<file path="config.mk">
export PLATFORM = sky130hd
export DESIGN_NAME = prd_div_cell
export DESIGN_NICKNAME = d
export VERILOG_FILES = /design/src/assert_macros.svh /design/src/prd_div_cell.sv
export SDC_FILE = /design/constraint.sdc
export NUM_CORES = 1
export LEC_CHECK = 0
export ABC_AREA = 1
export BUFFER_PORTS_ARGS = -buffer_cell sky130_fd_sc_hd__buf_2
export CAP_MARGIN = 30
export CORE_MARGIN = 1
export CORE_UTILIZATION = 45
export CTS_BUF_LIST = sky130_fd_sc_hd__clkbuf_4 sky130_fd_sc_hd__clkbuf_8
export DETAILED_ROUTE_END_ITERATION = 8
export GPL_ROUTABILITY_DRIVEN = 1
export PLACE_DENSITY_LB_ADDON = 0.05
export SLEW_MARGIN = 20
export SYNTH_ARGS = -nofsm -noshare
export SYNTH_HDL_FRONTEND = slang
export SYNTH_SLANG_ARGS = --single-unit
</file>
<file path="constraint.sdc">
create_clock -name clk_i -period 6.4 [get_ports clk_i]
set_input_delay 0.64 -clock clk_i [delete_from_list [all_inputs] [get_ports clk_i]]
set_output_delay 0.64 -clock clk_i [all_outputs]
set_load 0.03 [all_outputs]
</file>
<file path="src/assert_macros.svh">
// Assertion macros used by the RTL of the point-to-ray unit.
// Each macro expands to one labelled concurrent assertion that is
// clocked on the rising edge and disabled while reset is asserted.
`ifndef ASSERT_MACROS_SVH
`define ASSERT_MACROS_SVH

// Implication or plain property, checked every clock outside reset.
`define PRD_ASSERT(lbl, clk, rst_n, prop, msg) \
  lbl: assert property (@(posedge clk) disable iff (!rst_n) (prop)) else $error(msg);

// A condition that must never be seen outside reset.
`define PRD_ASSERT_NEVER(lbl, clk, rst_n, cond, msg) \
  lbl: assert property (@(posedge clk) disable iff (!rst_n) !(cond)) else $error(msg);

`endif

</file>
<file path="src/prd_div_cell.sv">
// ----------------------------------------------------------------------------
// prd_div_cell
// One step of a pipelined restoring divider: decides one quotient bit and
// hands the partial remainder, divisor and quotient to the next cell.
// ----------------------------------------------------------------------------
`default_nettype none

module prd_div_cell #(
  parameter int unsigned RW    = 101,
  parameter int unsigned DW    = 65,
  parameter int unsigned QB    = 34,
  parameter int unsigned SHIFT = 0
) (
  input  wire logic          clk_i,
  input  wire logic          en_i,
  input  wire logic [RW-1:0] rem_i,
  input  wire logic [DW-1:0] div_i,
  input  wire logic [QB-1:0] quot_i,
  output logic      [RW-1:0] rem_o,
  output logic      [DW-1:0] div_o,
  output logic      [QB-1:0] quot_o
);

  localparam int unsigned CW = ((RW > DW + SHIFT) ? RW : DW + SHIFT) + 1;

  logic [CW-1:0] rem_ext;
  logic [CW-1:0] div_sh;
  logic [CW-1:0] diff;
  logic          ge;

  // Trial subtraction of the divisor weighted by this cell's bit.
  always_comb begin
    rem_ext = CW'(rem_i);
    div_sh  = CW'(div_i) << SHIFT;
    ge      = rem_ext >= div_sh;
    diff    = rem_ext - div_sh;
  end

  // The remainder stays below the original, so it fits back into RW bits.
  always_ff @(posedge clk_i) begin
    if (en_i) begin
      rem_o  <= ge ? diff[RW-1:0] : rem_i;
      div_o  <= div_i;
      quot_o <= {quot_i[QB-2:0], ge};
    end
  end

endmodule

`default_nettype wire

</file>
==> impl_metrics.json <==
{
  "tightestPinTransition_ns": 0.984,
  "synth_fa_ha_area_frac": 0.0522,
  "cts.repair.resized": 0,
  "rsz0062_at_grt": "no",
  "seqPwrFrac": 0.429,
  "ys_warn_count": 0,
  "yosys-top-cells-area": "edfxtp_1 38%, nand2_1 22%, inv_1 12%",
  "crit_arrival_ns": 4.33,
  "ys_seq_area_frac": 0.376,
  "cts_sinks": 200,
  "cp-end-kind": "register",
  "place_area_um2": 18400,
  "internal-power_mw": 2.29,
  "portBuffers": 400,
  "hold_path_class": "in2reg",
  "cp_data_required_time_ns": 6.67,
  "clkPwrFrac": 0.220,
  "final.min_clock_period_ns": 4.07,
  "syn_nets": 2663,
  "grt-ovfl-total": 0,
  "setup_tns_ns": 0,
  "final_area_um2": 18800,
  "grt_pass1_wl_um": 88200,
  "mostFrequentLayoutCells": "957 x nand2_1, 505 x inv_1, 399 x buf_2",
  "cts_tree": "built",
  "clk_path_buf_depth": 2,
  "io_pins": 402,
  "top_usage_layer": "met2",
  "hpwl_um": 52400,
  "peakVddDrop_mv": 0.141,
  "startpoint_type": "primary input",
  "drive_gt1_frac": 0.184,
  "slew_viol_final": 0,
  "antenna_left": 0,
  "synth-seq-cells": 200,
  "synthMuxAreaShare": 0,
  "vias": 16379,
  "setup_violations": 0,
  "row_count": 68,
  "synth_top_area_frac": 0.376,
  "gr-usage-all-layers": 0.334,
  "place_congestion": 0.985,
  "grt_util_met2": 0.543,
  "wl_per_cell_um": 18.8,
  "synthFlopType": "edfxtp_1",
  "combinationalPowerShare": 0.351,
  "start_util": 0.460,
  "cts_buffers": 17,
  "drc_errors": 0,
  "die-area_um2": 36300,
  "switchingPower_mw": 1.55,
  "core_area_um2": 34700,
  "clockRootBuffer": "clkbuf_8",
  "grt_max_degree": 101,
  "n_antenna_cell": 0,
  "clkTransAtPathRegs_ns": 0.11,
  "die_w_um": 190,
  "synth_xor_area_frac": 0.0258,
  "dr.pass1.iters": 5,
  "syn_area_per_cell_um2": 6.67,
  "drtIter0Drc": 1323,
  "cp_max_fo": 83,
  "synth.distinct_cells": 37,
  "via_per_inst": 5.02,
  "fillers": 3500,
  "pre_cts_slack_ns": 1.95,
  "yosysTopAreaCell": "edfxtp_1",
  "cellPowerDensity_nw_per_um2": 204,
  "ys_async_sr_fraction": 0,
  "synthSimpleGateAreaFrac": 0.366,
  "grt_pass1_vias": 15211,
  "hold_buffers": 0,
  "syn_inst": 2395,
  "fin_nets": 3066,
  "fin_crit_sh": 0.636,
  "synth_top_family_by_area": "simple AND/OR/NAND/NOR gates",
  "leakage_nw": 10.0,
  "layout_commonest_cell": "nand2_1",
  "slew_headroom": 0.339,
  "use_met3": 0.0628,
  "antenna_found_initial": 0,
  "synth_edf_count": 200,
  "maxCapViolCount": 0,
  "post_cts_buffers": 0,
  "crit_type": "in2reg",
  "setup_ws_ns": 2.33,
  "max_freq_mhz": 246,
  "drt-total-wl_um": 61300,
  "htreeDepth": 4,
  "die_h_um": 190,
  "final_core_util": 0.542,
  "grtUsageMet1": 0.445,
  "status": "complete, no violations",
  "finalHoldViolations": 0,
  "area_delta_synth_final_pct": 17.8,
  "swShare": 0.403,
  "synth_area_um2": 16000,
  "synth_compound_area_frac": 0.0486
}
==> cells by family after synthesis <==
kind of cell,after synthesis
adders and majority gates,66
and+or+nand+nor,1420
xor gates and xnor gates,47
AOI/OAI and AO/OA,127
DFF,200
buffers and inverters,535
==> state kept, by name, summed over array words and instances (netlist names) <==
name / count
rem_o: 101
quot_o: 34
div_o: 65
==> synthesized netlist by cell type (all sizes together) (3+ instances only) <==
master	number
nor2	233
and2	21
nand3b	11
buf	16
ha	65
nand3	115
o21bai	4
edfxtp	200
nand4	43
clkbuf	3
inv	515
o21ai	55
xnor2	43
nand2	976
a21oi	66
nor3	17
xor2	4
==> cell type report <==
type / instances / area, um2 / share of cell area
Clock inverter: 14 / 153 / 0.00811
Timing Repair Buffer: 403 / 2050 / 0.109
Clock buffer: 18 / 241 / 0.0128
Multi-Input combinational cell: 1660 / 7860 / 0.418
Inverter: 516 / 1940 / 0.103
Sequential cell: 200 / 6010 / 0.319
Tap cell: 455 / 569 / 0.0303
==> power groups by stage <==
stage               Sequential [mW]  Clock (mW)  Combinational, mW
floorplan                      1.96           0              0.550
global placement               1.67           0               1.31
detailed placement             1.68           0               1.33
CTS                            1.65       0.855               1.34
global route                   1.66       0.889               1.45
finish                         1.64       0.846               1.35
==> metrics by stage <==
step           std cells  hold slack, ns  power, mW
2_1_floorplan       2395           0.739       2.51
3_3_place_gp        3234           0.816       2.98
3_5_place_dp        3234           0.818       3.01
4_1_cts             3266           0.252       3.84
5_1_grt             3266           0.249       4.00
6_report            3266           0.279       3.84
==> critical path, cell delays in order <==
cell	delay (ns)
buf_2	0.11
ha_1	0.35
nand2_1	0.14
inv_1	0.05
nand2_1	0.08
nand3_1	0.31
nand2_1	0.24
nand3_2	0.20
nand2_1	0.10
nand2_1	0.16
nand2_2	0.23
nand2_4	0.39
inv_4	0.69
buf_12	0.37
o21ai_1	0.12
==> per-layer routing <==
metal / vias to the layer above / part of all wire
li1: 8146 / -
met1: 7390 / 0.43
met2: 773 / 0.45
met3: 70 / 0.086
met4: 0 / 0.030
met5: - / 0
==> path summary, 6_finish.rpt <==
path	start	depth (start not counted)	end	slack, ns
worst min-delay path	quot_i[13]	1	quot_o[14]$_DFFE_PP_	0.28
worst max-delay path	rem_i[4]	15	rem_o[9]$_DFFE_PP_	2.33
Power figures use the tool's default switching activity.
